--- src/design/rrs_pkg.sv ---
// rrs_pkg: widths, types and helper functions for the running return statistics block
// no dependencies; used by every other file of the block
package rrs_pkg;

    // field widths
    localparam int AMOUNT_BITS   = 32;
    localparam int TOTAL_BITS    = 48;
    localparam int FRACTION_BITS = 16;
    localparam int COUNT_W       = 32;
    localparam int RET_W         = AMOUNT_BITS + 1;
    localparam int RATIO_W       = 32;
    localparam int M2_W          = 64;

    // shared divider geometry
    localparam int QUO_W         = 64;
    localparam int DIVISOR_W     = 32;
    localparam int STEP_W        = 7;
    localparam int RATIO_STEPS   = RET_W + FRACTION_BITS;
    localparam int MEAN_STEPS    = RATIO_W;
    localparam int VAR_STEPS     = M2_W;

    // input item kinds
    localparam logic KIND_SPIN  = 1'b0;
    localparam logic KIND_CLEAR = 1'b1;

    typedef logic [COUNT_W-1:0]    count_t;
    typedef logic [TOTAL_BITS-1:0] total_t;
    typedef logic [RET_W-1:0]      ret_t;
    typedef logic [RATIO_W-1:0]    ratio_t;
    typedef logic [M2_W-1:0]       m2_t;

    // request to the shared divider
    typedef struct packed {
        logic                  start;
        logic [QUO_W-1:0]      dividend;
        logic [DIVISOR_W-1:0]  divisor;
        logic [STEP_W-1:0]     steps;
    } div_req_t;

    // divider status back to the sequencer
    typedef struct packed {
        logic              done;
        logic [QUO_W-1:0]  quotient;
    } div_rsp_t;

    // one-cycle update strobe to the tally block
    typedef struct packed {
        logic                    load;
        logic                    clear;
        logic [AMOUNT_BITS-1:0]  wager;
        logic [AMOUNT_BITS-1:0]  won;
        logic [AMOUNT_BITS-1:0]  consolation;
        ret_t                    ret;
    } tally_req_t;

    // counters, totals and extremes held by the tally block
    typedef struct packed {
        count_t  spin_count;
        count_t  win_count;
        total_t  wager_sum;
        total_t  won_sum;
        total_t  consolation_sum;
        ret_t    best_return;
        count_t  longest_run;
    } tally_t;

    // saturating increment of a count
    function automatic count_t count_inc(input count_t a);
        logic [COUNT_W:0] s;
        s = {1'b0, a} + {{COUNT_W{1'b0}}, 1'b1};
        return s[COUNT_W] ? {COUNT_W{1'b1}} : s[COUNT_W-1:0];
    endfunction

    // saturating accumulate of an amount into a total
    function automatic total_t total_add(input total_t a, input logic [AMOUNT_BITS-1:0] b);
        logic [TOTAL_BITS:0] s;
        s = {1'b0, a} + (TOTAL_BITS+1)'(b);
        return s[TOTAL_BITS] ? {TOTAL_BITS{1'b1}} : s[TOTAL_BITS-1:0];
    endfunction

endpackage

--- src/design/rrs_if.sv ---
// rrs_if: valid/ready channel interfaces for spin items and report items
// depends on rrs_pkg
interface rrs_in_if;
    logic                             valid;
    logic                             ready;
    logic                             kind;
    logic [rrs_pkg::AMOUNT_BITS-1:0]  wager;
    logic [rrs_pkg::AMOUNT_BITS-1:0]  won;
    logic [rrs_pkg::AMOUNT_BITS-1:0]  consolation;

    modport source (output valid, kind, wager, won, consolation, input ready);
    modport sink   (input valid, kind, wager, won, consolation, output ready);
endinterface

interface rrs_out_if;
    logic                  valid;
    logic                  ready;
    rrs_pkg::count_t       spin_count;
    rrs_pkg::count_t       win_count;
    rrs_pkg::total_t       wager_sum;
    rrs_pkg::total_t       won_sum;
    rrs_pkg::total_t       consolation_sum;
    rrs_pkg::ret_t         largest_return;
    rrs_pkg::count_t       longest_losing_run;
    rrs_pkg::ratio_t       avg_ratio;
    rrs_pkg::m2_t          ratio_variance;

    modport source (output valid, spin_count, win_count, wager_sum, won_sum, consolation_sum,
                    largest_return, longest_losing_run, avg_ratio, ratio_variance,
                    input ready);
    modport sink   (input valid, spin_count, win_count, wager_sum, won_sum, consolation_sum,
                    largest_return, longest_losing_run, avg_ratio, ratio_variance,
                    output ready);
endinterface

--- src/design/rrs_divider.sv ---
// rrs_divider: shared radix-2 restoring divider, one quotient bit per cycle
// depends on rrs_pkg; dividend arrives left-aligned, quotient lands in the low bits
module rrs_divider
(
    input  logic               clk,
    input  logic               rst_n,
    input  rrs_pkg::div_req_t  req,
    output rrs_pkg::div_rsp_t  rsp
);

    logic [rrs_pkg::DIVISOR_W-1:0]  rem_reg;
    logic [rrs_pkg::DIVISOR_W-1:0]  rem_next;
    logic [rrs_pkg::QUO_W-1:0]      quo_reg;
    logic [rrs_pkg::QUO_W-1:0]      quo_next;
    logic [rrs_pkg::DIVISOR_W-1:0]  dsr_reg;
    logic [rrs_pkg::STEP_W-1:0]     count_reg;
    logic                           done_reg;

    logic [rrs_pkg::DIVISOR_W:0]    shifted;
    logic [rrs_pkg::DIVISOR_W:0]    diff;
    logic                           fits;

    // one restoring step
    always_comb
    begin
        shifted  = {rem_reg, quo_reg[rrs_pkg::QUO_W-1]};
        diff     = shifted - {1'b0, dsr_reg};
        fits     = shifted >= {1'b0, dsr_reg};
        rem_next = fits ? diff[rrs_pkg::DIVISOR_W-1:0] : shifted[rrs_pkg::DIVISOR_W-1:0];
        quo_next = {quo_reg[rrs_pkg::QUO_W-2:0], fits};
    end

    // control: step counter and done pulse
    always_ff @(posedge clk or negedge rst_n)
    begin
        if (!rst_n)
        begin
            count_reg <= '0;
            done_reg  <= 1'b0;
        end
        else if (req.start)
        begin
            count_reg <= req.steps;
            done_reg  <= 1'b0;
        end
        else
        begin
            done_reg <= (count_reg == rrs_pkg::STEP_W'(1));
            if (count_reg != '0)
            begin
                count_reg <= count_reg - rrs_pkg::STEP_W'(1);
            end
        end
    end

    // datapath
    always_ff @(posedge clk)
    begin
        if (req.start)
        begin
            rem_reg <= '0;
            quo_reg <= req.dividend;
            dsr_reg <= req.divisor;
        end
        else if (count_reg != '0)
        begin
            rem_reg <= rem_next;
            quo_reg <= quo_next;
        end
    end

    assign rsp.done     = done_reg;
    assign rsp.quotient = quo_reg;

endmodule

--- src/design/rrs_tally.sv ---
// rrs_tally: saturating counts, totals, largest return and losing streaks
// depends on rrs_pkg; registers the update from the cycle a spin or clear item is taken
module rrs_tally
(
    input  logic                 clk,
    input  logic                 rst_n,
    input  rrs_pkg::tally_req_t  req,
    output rrs_pkg::tally_t      stats
);

    rrs_pkg::tally_t  stats_reg;
    rrs_pkg::tally_t  stats_next;
    rrs_pkg::count_t  run_reg;
    rrs_pkg::count_t  run_next;

    // next values for one spin
    always_comb
    begin
        stats_next = stats_reg;
        run_next   = run_reg;
        if (req.clear)
        begin
            stats_next = '0;
            run_next   = '0;
        end
        else if (req.load)
        begin
            stats_next.spin_count      = rrs_pkg::count_inc(stats_reg.spin_count);
            stats_next.wager_sum       = rrs_pkg::total_add(stats_reg.wager_sum, req.wager);
            stats_next.won_sum         = rrs_pkg::total_add(stats_reg.won_sum, req.won);
            stats_next.consolation_sum = rrs_pkg::total_add(stats_reg.consolation_sum,
                                                            req.consolation);
            if (req.won != '0)
            begin
                stats_next.win_count = rrs_pkg::count_inc(stats_reg.win_count);
                run_next             = '0;
            end
            else
            begin
                run_next = rrs_pkg::count_inc(run_reg);
                if (run_next > stats_reg.longest_run)
                begin
                    stats_next.longest_run = run_next;
                end
            end
            if (req.ret > stats_reg.best_return)
            begin
                stats_next.best_return = req.ret;
            end
        end
    end

    always_ff @(posedge clk or negedge rst_n)
    begin
        if (!rst_n)
        begin
            stats_reg <= '0;
            run_reg   <= '0;
        end
        else
        begin
            stats_reg <= stats_next;
            run_reg   <= run_next;
        end
    end

    assign stats = stats_reg;

endmodule

--- src/design/running_return_statistics_unit.sv ---
// running_return_statistics_unit: top level, sequencer and Welford mean/M2 datapath
// depends on rrs_pkg, rrs_if, rrs_divider, rrs_tally
//
//  channel  dir  handshake             payload
//  spin     in   spin.valid/ready      kind, wager, won, consolation
//  report   out  report.valid/ready    counts, totals, largest return, run, mean, variance
//
// a spin item uses the shared radix-2 divider for the ratio, the mean step and the variance,
// in that order, with sequencer states between the divisions
// a clear item goes from idle straight to the finish state; a spin with zero wager skips the ratio division
// rst_n clears all statistics at once; no clearing pass
// spin.ready is high only while the sequencer is idle; the report register holds a
// finished result while the next item is taken, and the sequencer waits if it is still held
module running_return_statistics_unit
(
    input  logic        clk,
    input  logic        rst_n,
    rrs_in_if.sink      spin,
    rrs_out_if.source   report
);

    localparam logic [3:0] ST_IDLE   = 4'd0;
    localparam logic [3:0] ST_RATIO  = 4'd1;
    localparam logic [3:0] ST_MEAN   = 4'd2;
    localparam logic [3:0] ST_STEP   = 4'd3;
    localparam logic [3:0] ST_MUL    = 4'd4;
    localparam logic [3:0] ST_ACC    = 4'd5;
    localparam logic [3:0] ST_VAR    = 4'd6;
    localparam logic [3:0] ST_VARW   = 4'd7;
    localparam logic [3:0] ST_FINISH = 4'd8;

    logic [3:0]  state_reg;
    logic [3:0]  state_next;

    rrs_pkg::div_req_t    div_req;
    rrs_pkg::div_rsp_t    div_rsp;
    rrs_pkg::tally_req_t  tally_req;
    rrs_pkg::tally_t      stats;

    rrs_pkg::ratio_t  x_reg;
    rrs_pkg::ratio_t  mean_reg;
    rrs_pkg::ratio_t  d1_reg;
    rrs_pkg::ratio_t  d2_reg;
    logic             up_reg;
    logic [2*rrs_pkg::RATIO_W-1:0]  prod_reg;
    rrs_pkg::m2_t     m2_reg;
    rrs_pkg::m2_t     var_reg;

    logic             out_valid_reg;
    rrs_pkg::tally_t  out_stats_reg;
    rrs_pkg::ratio_t  out_mean_reg;
    rrs_pkg::m2_t     out_var_reg;

    logic             take;
    logic             out_free;
    rrs_pkg::ret_t    ret;
    rrs_pkg::ratio_t  ratio_q;
    rrs_pkg::ratio_t  mean_step;
    rrs_pkg::ratio_t  new_mean;
    logic [rrs_pkg::M2_W:0]  m2_sum;

    assign spin.ready = (state_reg == ST_IDLE);
    assign take       = spin.valid && spin.ready;
    assign out_free   = !out_valid_reg || report.ready;
    assign ret        = {1'b0, spin.won} + {1'b0, spin.consolation};

    // saturate the ratio quotient, form the mean update and form the M2 sum
    always_comb
    begin
        if (div_rsp.quotient[rrs_pkg::RATIO_STEPS-1:rrs_pkg::RATIO_W] != '0)
        begin
            ratio_q = {rrs_pkg::RATIO_W{1'b1}};
        end
        else
        begin
            ratio_q = div_rsp.quotient[rrs_pkg::RATIO_W-1:0];
        end
        mean_step = div_rsp.quotient[rrs_pkg::RATIO_W-1:0];
        new_mean  = up_reg ? (mean_reg + mean_step) : (mean_reg - mean_step);
        m2_sum    = {1'b0, m2_reg}
                  + (rrs_pkg::M2_W+1)'(prod_reg >> rrs_pkg::FRACTION_BITS);
    end

    // tally strobe
    always_comb
    begin
        tally_req.load        = take && (spin.kind == rrs_pkg::KIND_SPIN);
        tally_req.clear       = take && (spin.kind == rrs_pkg::KIND_CLEAR);
        tally_req.wager       = spin.wager;
        tally_req.won         = spin.won;
        tally_req.consolation = spin.consolation;
        tally_req.ret         = ret;
    end

    // divider requests
    always_comb
    begin
        div_req = '0;
        case (state_reg)
            ST_IDLE:
            begin
                div_req.start    = tally_req.load && (spin.wager != '0);
                div_req.dividend = rrs_pkg::QUO_W'(ret) << (rrs_pkg::QUO_W - rrs_pkg::RET_W);
                div_req.divisor  = spin.wager;
                div_req.steps    = rrs_pkg::STEP_W'(rrs_pkg::RATIO_STEPS);
            end
            ST_MEAN:
            begin
                div_req.start    = 1'b1;
                div_req.dividend = rrs_pkg::QUO_W'(x_reg >= mean_reg ? x_reg - mean_reg
                                                                      : mean_reg - x_reg)
                                   << (rrs_pkg::QUO_W - rrs_pkg::RATIO_W);
                div_req.divisor  = stats.spin_count;
                div_req.steps    = rrs_pkg::STEP_W'(rrs_pkg::MEAN_STEPS);
            end
            ST_VAR:
            begin
                div_req.start    = 1'b1;
                div_req.dividend = m2_reg;
                div_req.divisor  = stats.spin_count;
                div_req.steps    = rrs_pkg::STEP_W'(rrs_pkg::VAR_STEPS);
            end
            default:
            begin
                div_req = '0;
            end
        endcase
    end

    // sequencer
    always_comb
    begin
        state_next = state_reg;
        case (state_reg)
            ST_IDLE:
            begin
                if (tally_req.clear)
                begin
                    state_next = ST_FINISH;
                end
                else if (tally_req.load)
                begin
                    state_next = (spin.wager != '0) ? ST_RATIO : ST_MEAN;
                end
            end
            ST_RATIO:  state_next = div_rsp.done ? ST_MEAN : ST_RATIO;
            ST_MEAN:   state_next = ST_STEP;
            ST_STEP:   state_next = div_rsp.done ? ST_MUL : ST_STEP;
            ST_MUL:    state_next = ST_ACC;
            ST_ACC:    state_next = ST_VAR;
            ST_VAR:    state_next = ST_VARW;
            ST_VARW:   state_next = div_rsp.done ? ST_FINISH : ST_VARW;
            ST_FINISH: state_next = out_free ? ST_IDLE : ST_FINISH;
            default:   state_next = ST_IDLE;
        endcase
    end

    always_ff @(posedge clk or negedge rst_n)
    begin
        if (!rst_n)
        begin
            state_reg <= ST_IDLE;
        end
        else
        begin
            state_reg <= state_next;
        end
    end

    // Welford state: running mean and M2
    always_ff @(posedge clk or negedge rst_n)
    begin
        if (!rst_n)
        begin
            mean_reg <= '0;
            m2_reg   <= '0;
        end
        else if (tally_req.clear)
        begin
            mean_reg <= '0;
            m2_reg   <= '0;
        end
        else if ((state_reg == ST_STEP) && div_rsp.done)
        begin
            mean_reg <= new_mean;
        end
        else if (state_reg == ST_ACC)
        begin
            m2_reg <= m2_sum[rrs_pkg::M2_W] ? {rrs_pkg::M2_W{1'b1}}
                                            : m2_sum[rrs_pkg::M2_W-1:0];
        end
    end

    // per-item working registers
    always_ff @(posedge clk)
    begin
        case (state_reg)
            ST_IDLE:
            begin
                x_reg   <= '0;
                var_reg <= '0;
            end
            ST_RATIO:
            begin
                if (div_rsp.done)
                begin
                    x_reg <= ratio_q;
                end
            end
            ST_MEAN:
            begin
                up_reg <= x_reg >= mean_reg;
                d1_reg <= (x_reg >= mean_reg) ? x_reg - mean_reg : mean_reg - x_reg;
            end
            ST_STEP:
            begin
                d2_reg <= up_reg ? x_reg - new_mean : new_mean - x_reg;
            end
            ST_MUL:
            begin
                prod_reg <= d1_reg * d2_reg;
            end
            ST_VARW:
            begin
                if (div_rsp.done)
                begin
                    var_reg <= div_rsp.quotient;
                end
            end
            default:
            begin
            end
        endcase
    end

    // report register
    always_ff @(posedge clk or negedge rst_n)
    begin
        if (!rst_n)
        begin
            out_valid_reg <= 1'b0;
        end
        else if ((state_reg == ST_FINISH) && out_free)
        begin
            out_valid_reg <= 1'b1;
        end
        else if (report.ready)
        begin
            out_valid_reg <= 1'b0;
        end
    end

    always_ff @(posedge clk)
    begin
        if ((state_reg == ST_FINISH) && out_free)
        begin
            out_stats_reg <= stats;
            out_mean_reg  <= mean_reg;
            out_var_reg   <= var_reg;
        end
    end

    assign report.valid              = out_valid_reg;
    assign report.spin_count         = out_stats_reg.spin_count;
    assign report.win_count          = out_stats_reg.win_count;
    assign report.wager_sum          = out_stats_reg.wager_sum;
    assign report.won_sum            = out_stats_reg.won_sum;
    assign report.consolation_sum    = out_stats_reg.consolation_sum;
    assign report.largest_return     = out_stats_reg.best_return;
    assign report.longest_losing_run = out_stats_reg.longest_run;
    assign report.avg_ratio          = out_mean_reg;
    assign report.ratio_variance     = out_var_reg;

    rrs_divider u_divider
    (
        .clk   (clk),
        .rst_n (rst_n),
        .req   (div_req),
        .rsp   (div_rsp)
    );

    rrs_tally u_tally
    (
        .clk   (clk),
        .rst_n (rst_n),
        .req   (tally_req),
        .stats (stats)
    );

endmodule

--- src/flat_wrapper.sv ---
// flat-port wrapper written by rule: the top's interface ports become plain ports
module running_return_statistics_unit_flat 
  (clk, rst_n, spin_valid, spin_kind, spin_wager, spin_won, spin_consolation, spin_ready, report_valid, report_spin_count, report_win_count, report_wager_sum, report_won_sum, report_consolation_sum, report_largest_return, report_longest_losing_run, report_avg_ratio, report_ratio_variance, report_ready);
  rrs_in_if spin_i ();
  rrs_out_if report_i ();
  input  logic clk;
  input  logic rst_n;
  input wire logic [$bits(spin_i.valid)-1:0] spin_valid;
  input wire logic [$bits(spin_i.kind)-1:0] spin_kind;
  input wire logic [$bits(spin_i.wager)-1:0] spin_wager;
  input wire logic [$bits(spin_i.won)-1:0] spin_won;
  input wire logic [$bits(spin_i.consolation)-1:0] spin_consolation;
  output wire logic [$bits(spin_i.ready)-1:0] spin_ready;
  output wire logic [$bits(report_i.valid)-1:0] report_valid;
  output wire logic [$bits(report_i.spin_count)-1:0] report_spin_count;
  output wire logic [$bits(report_i.win_count)-1:0] report_win_count;
  output wire logic [$bits(report_i.wager_sum)-1:0] report_wager_sum;
  output wire logic [$bits(report_i.won_sum)-1:0] report_won_sum;
  output wire logic [$bits(report_i.consolation_sum)-1:0] report_consolation_sum;
  output wire logic [$bits(report_i.largest_return)-1:0] report_largest_return;
  output wire logic [$bits(report_i.longest_losing_run)-1:0] report_longest_losing_run;
  output wire logic [$bits(report_i.avg_ratio)-1:0] report_avg_ratio;
  output wire logic [$bits(report_i.ratio_variance)-1:0] report_ratio_variance;
  input wire logic [$bits(report_i.ready)-1:0] report_ready;
  assign spin_i.valid = spin_valid;
  assign spin_i.kind = spin_kind;
  assign spin_i.wager = spin_wager;
  assign spin_i.won = spin_won;
  assign spin_i.consolation = spin_consolation;
  assign spin_ready = spin_i.ready;
  assign report_valid = report_i.valid;
  assign report_spin_count = report_i.spin_count;
  assign report_win_count = report_i.win_count;
  assign report_wager_sum = report_i.wager_sum;
  assign report_won_sum = report_i.won_sum;
  assign report_consolation_sum = report_i.consolation_sum;
  assign report_largest_return = report_i.largest_return;
  assign report_longest_losing_run = report_i.longest_losing_run;
  assign report_avg_ratio = report_i.avg_ratio;
  assign report_ratio_variance = report_i.ratio_variance;
  assign report_i.ready = report_ready;
  running_return_statistics_unit u_core (.clk(clk), .rst_n(rst_n), .spin(spin_i), .report(report_i));
endmodule
--- config.mk ---
export PLATFORM = sky130hd
export DESIGN_NAME = running_return_statistics_unit_flat
export DESIGN_NICKNAME = d
export VERILOG_FILES = /design/src/design/rrs_pkg.sv /design/src/design/rrs_if.sv /design/src/design/rrs_divider.sv /design/src/design/rrs_tally.sv /design/src/design/running_return_statistics_unit.sv /design/src/flat_wrapper.sv
export SDC_FILE = /design/constraint.sdc
export NUM_CORES = 2
export LEC_CHECK = 0
export BUFFER_PORTS_ARGS = -buffer_cell sky130_fd_sc_hd__buf_2
export CELL_PAD_IN_SITES_DETAIL_PLACEMENT = 0
export CELL_PAD_IN_SITES_GLOBAL_PLACEMENT = 1
export CORE_ASPECT_RATIO = 0.6
export CORE_MARGIN = 2
export CORE_UTILIZATION = 45
export DETAILED_ROUTE_END_ITERATION = 7
export GPL_ROUTABILITY_DRIVEN = 1
export GPL_TIMING_DRIVEN = 0
export PLACE_DENSITY_LB_ADDON = 0.08
export SYNTH_ARGS = -nofsm -noshare
export SYNTH_HDL_FRONTEND = slang
export SYNTH_SLANG_ARGS = --single-unit
--- constraint.sdc ---
create_clock -name clk -period 25.6 [get_ports clk]
set_input_delay 1.28 -clock clk [delete_from_list [all_inputs] [get_ports clk]]
set_output_delay 1.28 -clock clk [all_outputs]
set_load 0.01 [all_outputs]
==> flow_summary.ini <==
[layout]
fin_cells = 13400
final_layout_size_suffix_gt1_share_pct = 7.81
fin_util_pct = 50.3
stdcell_area_sq_um = 107000
synthToLayoutAreaGrowth_pct = 11.1
nNetsFinal = 12100
largest_reg_flops = 273

[route]
ant_nets = 0
post-route-drc-count = 0
wl_mm = 415
viasPerCell = 6.06
drt_iter0_markers = 11500
num_vias = 81300
wl_per_cell_um = 30.9
dr.pass1.iters = 6

[sta]
slew_violations = 132
fin_tns_setup_ps = 0
max_slew_margin_pct = -9.95
finalCritPeriodShare_pct = 46.3
hold_violations = 0
period_needed_ps = 11860
fmax_ghz = 0.0843
finalSetupViolCount = 0
worstMarginPinSlew_ps = 1650
clock_skew_ps = 97.5
rsz0062_at_grt = false

[floorplanning]
die_h_um = 362
die_w_um = 601
floorplan.io_pins = 472
num_rows = 131
die_area_sq_um = 217000
initial_core_util_pct = 45.2
core_area_sq_um = 212000

[setup_path]
reg2reg_slack_ps = 13740
endpoint_kind = flop
critPathMaxFanout = 10
crit_start = u_core.d2_reg[4]
arrival_ps = 12320
r2r_start = u_core.d2_reg[4]
cp.required_ps = 26060
critPathKind = flop to flop
crit_path_start_kind = flop
rr_endpoint = u_core.prod_reg[61]
reg2reg_depth = 27

[worst_hold_path]
worstHoldStart = u_core.var_reg[35]
worstHoldEndpoint = u_core.report.ratio_variance[35]
hold_path_class = flop to flop
hold_depth = 0

[cts]
post-cts-setup-buffers = 0
cts_sinks = 1120
cts_inserted_buffers = 113
cts_tree = yes
cts_buffer_depth = 3
cts_resized = 0
holdBufCountCts = 0
clock_insertion_delay_worst_skew_ps = 780
root_buffer = clkbuf_16
clk_pin_slew_ps = 70
htree_levels = 3

[place]
port_buffers = 471
dp_cells = 13200
place_area_sq_um = 103000
gp_routability_congestion = 1.19
hpwl_mm = 343

[grt]
gr-max-usage-layer = met1
antenna_found_initial = 70
grt_use_total_pct = 37.5
overflow = 0
grt_use_met3_pct = 20.4
use_met1_pct = 58.5
grt_max_degree = 103
grt_pass1_vias = 75500
grt_pass1_wl_mm = 578
gr-usage-met2_pct = 43.4

[synthesis]
async_reset_ff_share_pct = 37.0
synth_area_sq_um = 96100
ys_warn_count = 0
syn_avg_cell_area_sq_um = 9.80
yosysSeqAreaShare_pct = 32.5
ys_ff_latch = 1120
syn-instance-count = 9804
synthFlopType = edfxtp_1
yosysUniqueCellTypes = 95
synth_edf_count = 674
syn-num-nets = 11500

[run]
maxCapViolations = 12

[run_status]
status = finished, violations left
violations = max-capacitance violations, max-slew violations
[worst max-delay path: stages (launching register included)]
cell and delay, ps:
edfxtp_1 1090, clkbuf_1 1100, and2_1 270, fa_1 410, inv_1 80, fa_1 430, fa_1 520, fa_1 550
inv_1 60, fa_1 500, inv_1 50, fa_1 520, inv_1 50, fa_1 470, inv_1 50, fa_1 470
inv_1 50, ha_1 310, nand2_1 90, a211oi_1 1030, nand3_1 590, a31oi_1 1040, or4b_4 330, o2111a_2 330
a21oi_4 120, o21ai_2 350, a21oi_1 220, o311ai_0 440
[per-stage QoR]
stage                     hold slack (ps)  worst slack [ps]
after floorplan                       400              7900
after global placement                403              -949
after detailed placement              406             14750
after CTS                             399             14640
after global routing                  416             14080
final                                 402             13740
[per-layer routing]
metal	share of wire [%]	vias up	wire length [um]
met1	46	41200	193000
met2	34	5094	142000
met4	2.0	34	8390
li1	-	34500	-
met3	17	458	70700
met5	0.36	-	1480
[layout by cell type (no fill, tap or decap), types with 90 or more instances in the layout]
master,count
a22o_1,91
inv_1,1194
a21o_1,263
nand3_1,191
buf_2,488
and3_1,99
o21ai_0,460
clkbuf_1,445
and2_1,694
edfxtp_1,674
dfrtp_1,414
a31oi_1,90
ha_1,695
a21oi_1,578
fa_1,906
clkbuf_16,113
nand4_1,105
xor2_1,154
xnor2_1,220
nor2_1,462
nor3_1,110
nand2_1,934
a211oi_1,98
[layout make-up]
cell class,instances,area [sq um]
antenna,40,100
clock inverter,88,1040
buffer,497,1920
tap,2859,3580
timing repair buffer,503,2970
multi-input combinational,6991,58500
inverter,1196,4490
sequential,1120,31200
clock buffer,127,2950
fill,20000,106000
[synth_stat cells, types with 90 or more instances]
cell | number | area share (%)
edfxtp_1 | 674 | 21
a21o_1 | 264 | 2.1
dfrtp_1 | 414 | 11
nand2_1 | 935 | 3.7
and3_1 | 99 | 0.64
o21ai_0 | 460 | 2.4
fa_1 | 906 | 19
a22o_1 | 91 | 0.83
ha_1 | 695 | 9.0
nand3_1 | 191 | 0.99
inv_1 | 1194 | 4.7
a31oi_1 | 90 | 0.59
nand4_1 | 105 | 0.68
nor2_1 | 465 | 1.8
clkbuf_1 | 456 | 1.8
xor2_1 | 154 | 1.4
nor3_1 | 113 | 0.59
a211oi_1 | 98 | 0.77
xnor2_1 | 220 | 2.0
and2_1 | 694 | 4.5
a21oi_1 | 578 | 3.0
[logic make-up (layout without fill, tap and decap cells)]
| kind of cell | count (synthesis) | after routing | share of synthesized area [%] |
|---|---|---|---|
| AND/OR/NAND/NOR | 2830 | 2830 | 14.5 |
| AO/OA/AOI/OAI | 2114 | 2114 | 14.2 |
| buffers and inverters | 1693 | 2411 | 6.65 |
| adder cells (fa/ha/maj) | 1601 | 1601 | 27.9 |
| flip-flops | 1120 | 1120 | 32.5 |
| XOR/XNOR | 374 | 374 | 3.41 |
| multiplexers | 72 | 72 | 0.762 |
| other | 0 | 40 | 0 |
[how the worst max path moves through the flow]
stage / depth (start not counted) / to
global route: 27 / u_core.prod_reg[61]
global placement: 3 / u_core.report.longest_losing_run[22]
detailed placement: 28 / u_core.prod_reg[61]
finish: 27 / u_core.prod_reg[61]
CTS: 28 / u_core.prod_reg[61]
floorplan: 2 / u_core.report.avg_ratio[0]
Power is left out: the tool's default activity adds up to more than one toggle a clock period on the data nets, which glitch-free logic cannot reach.
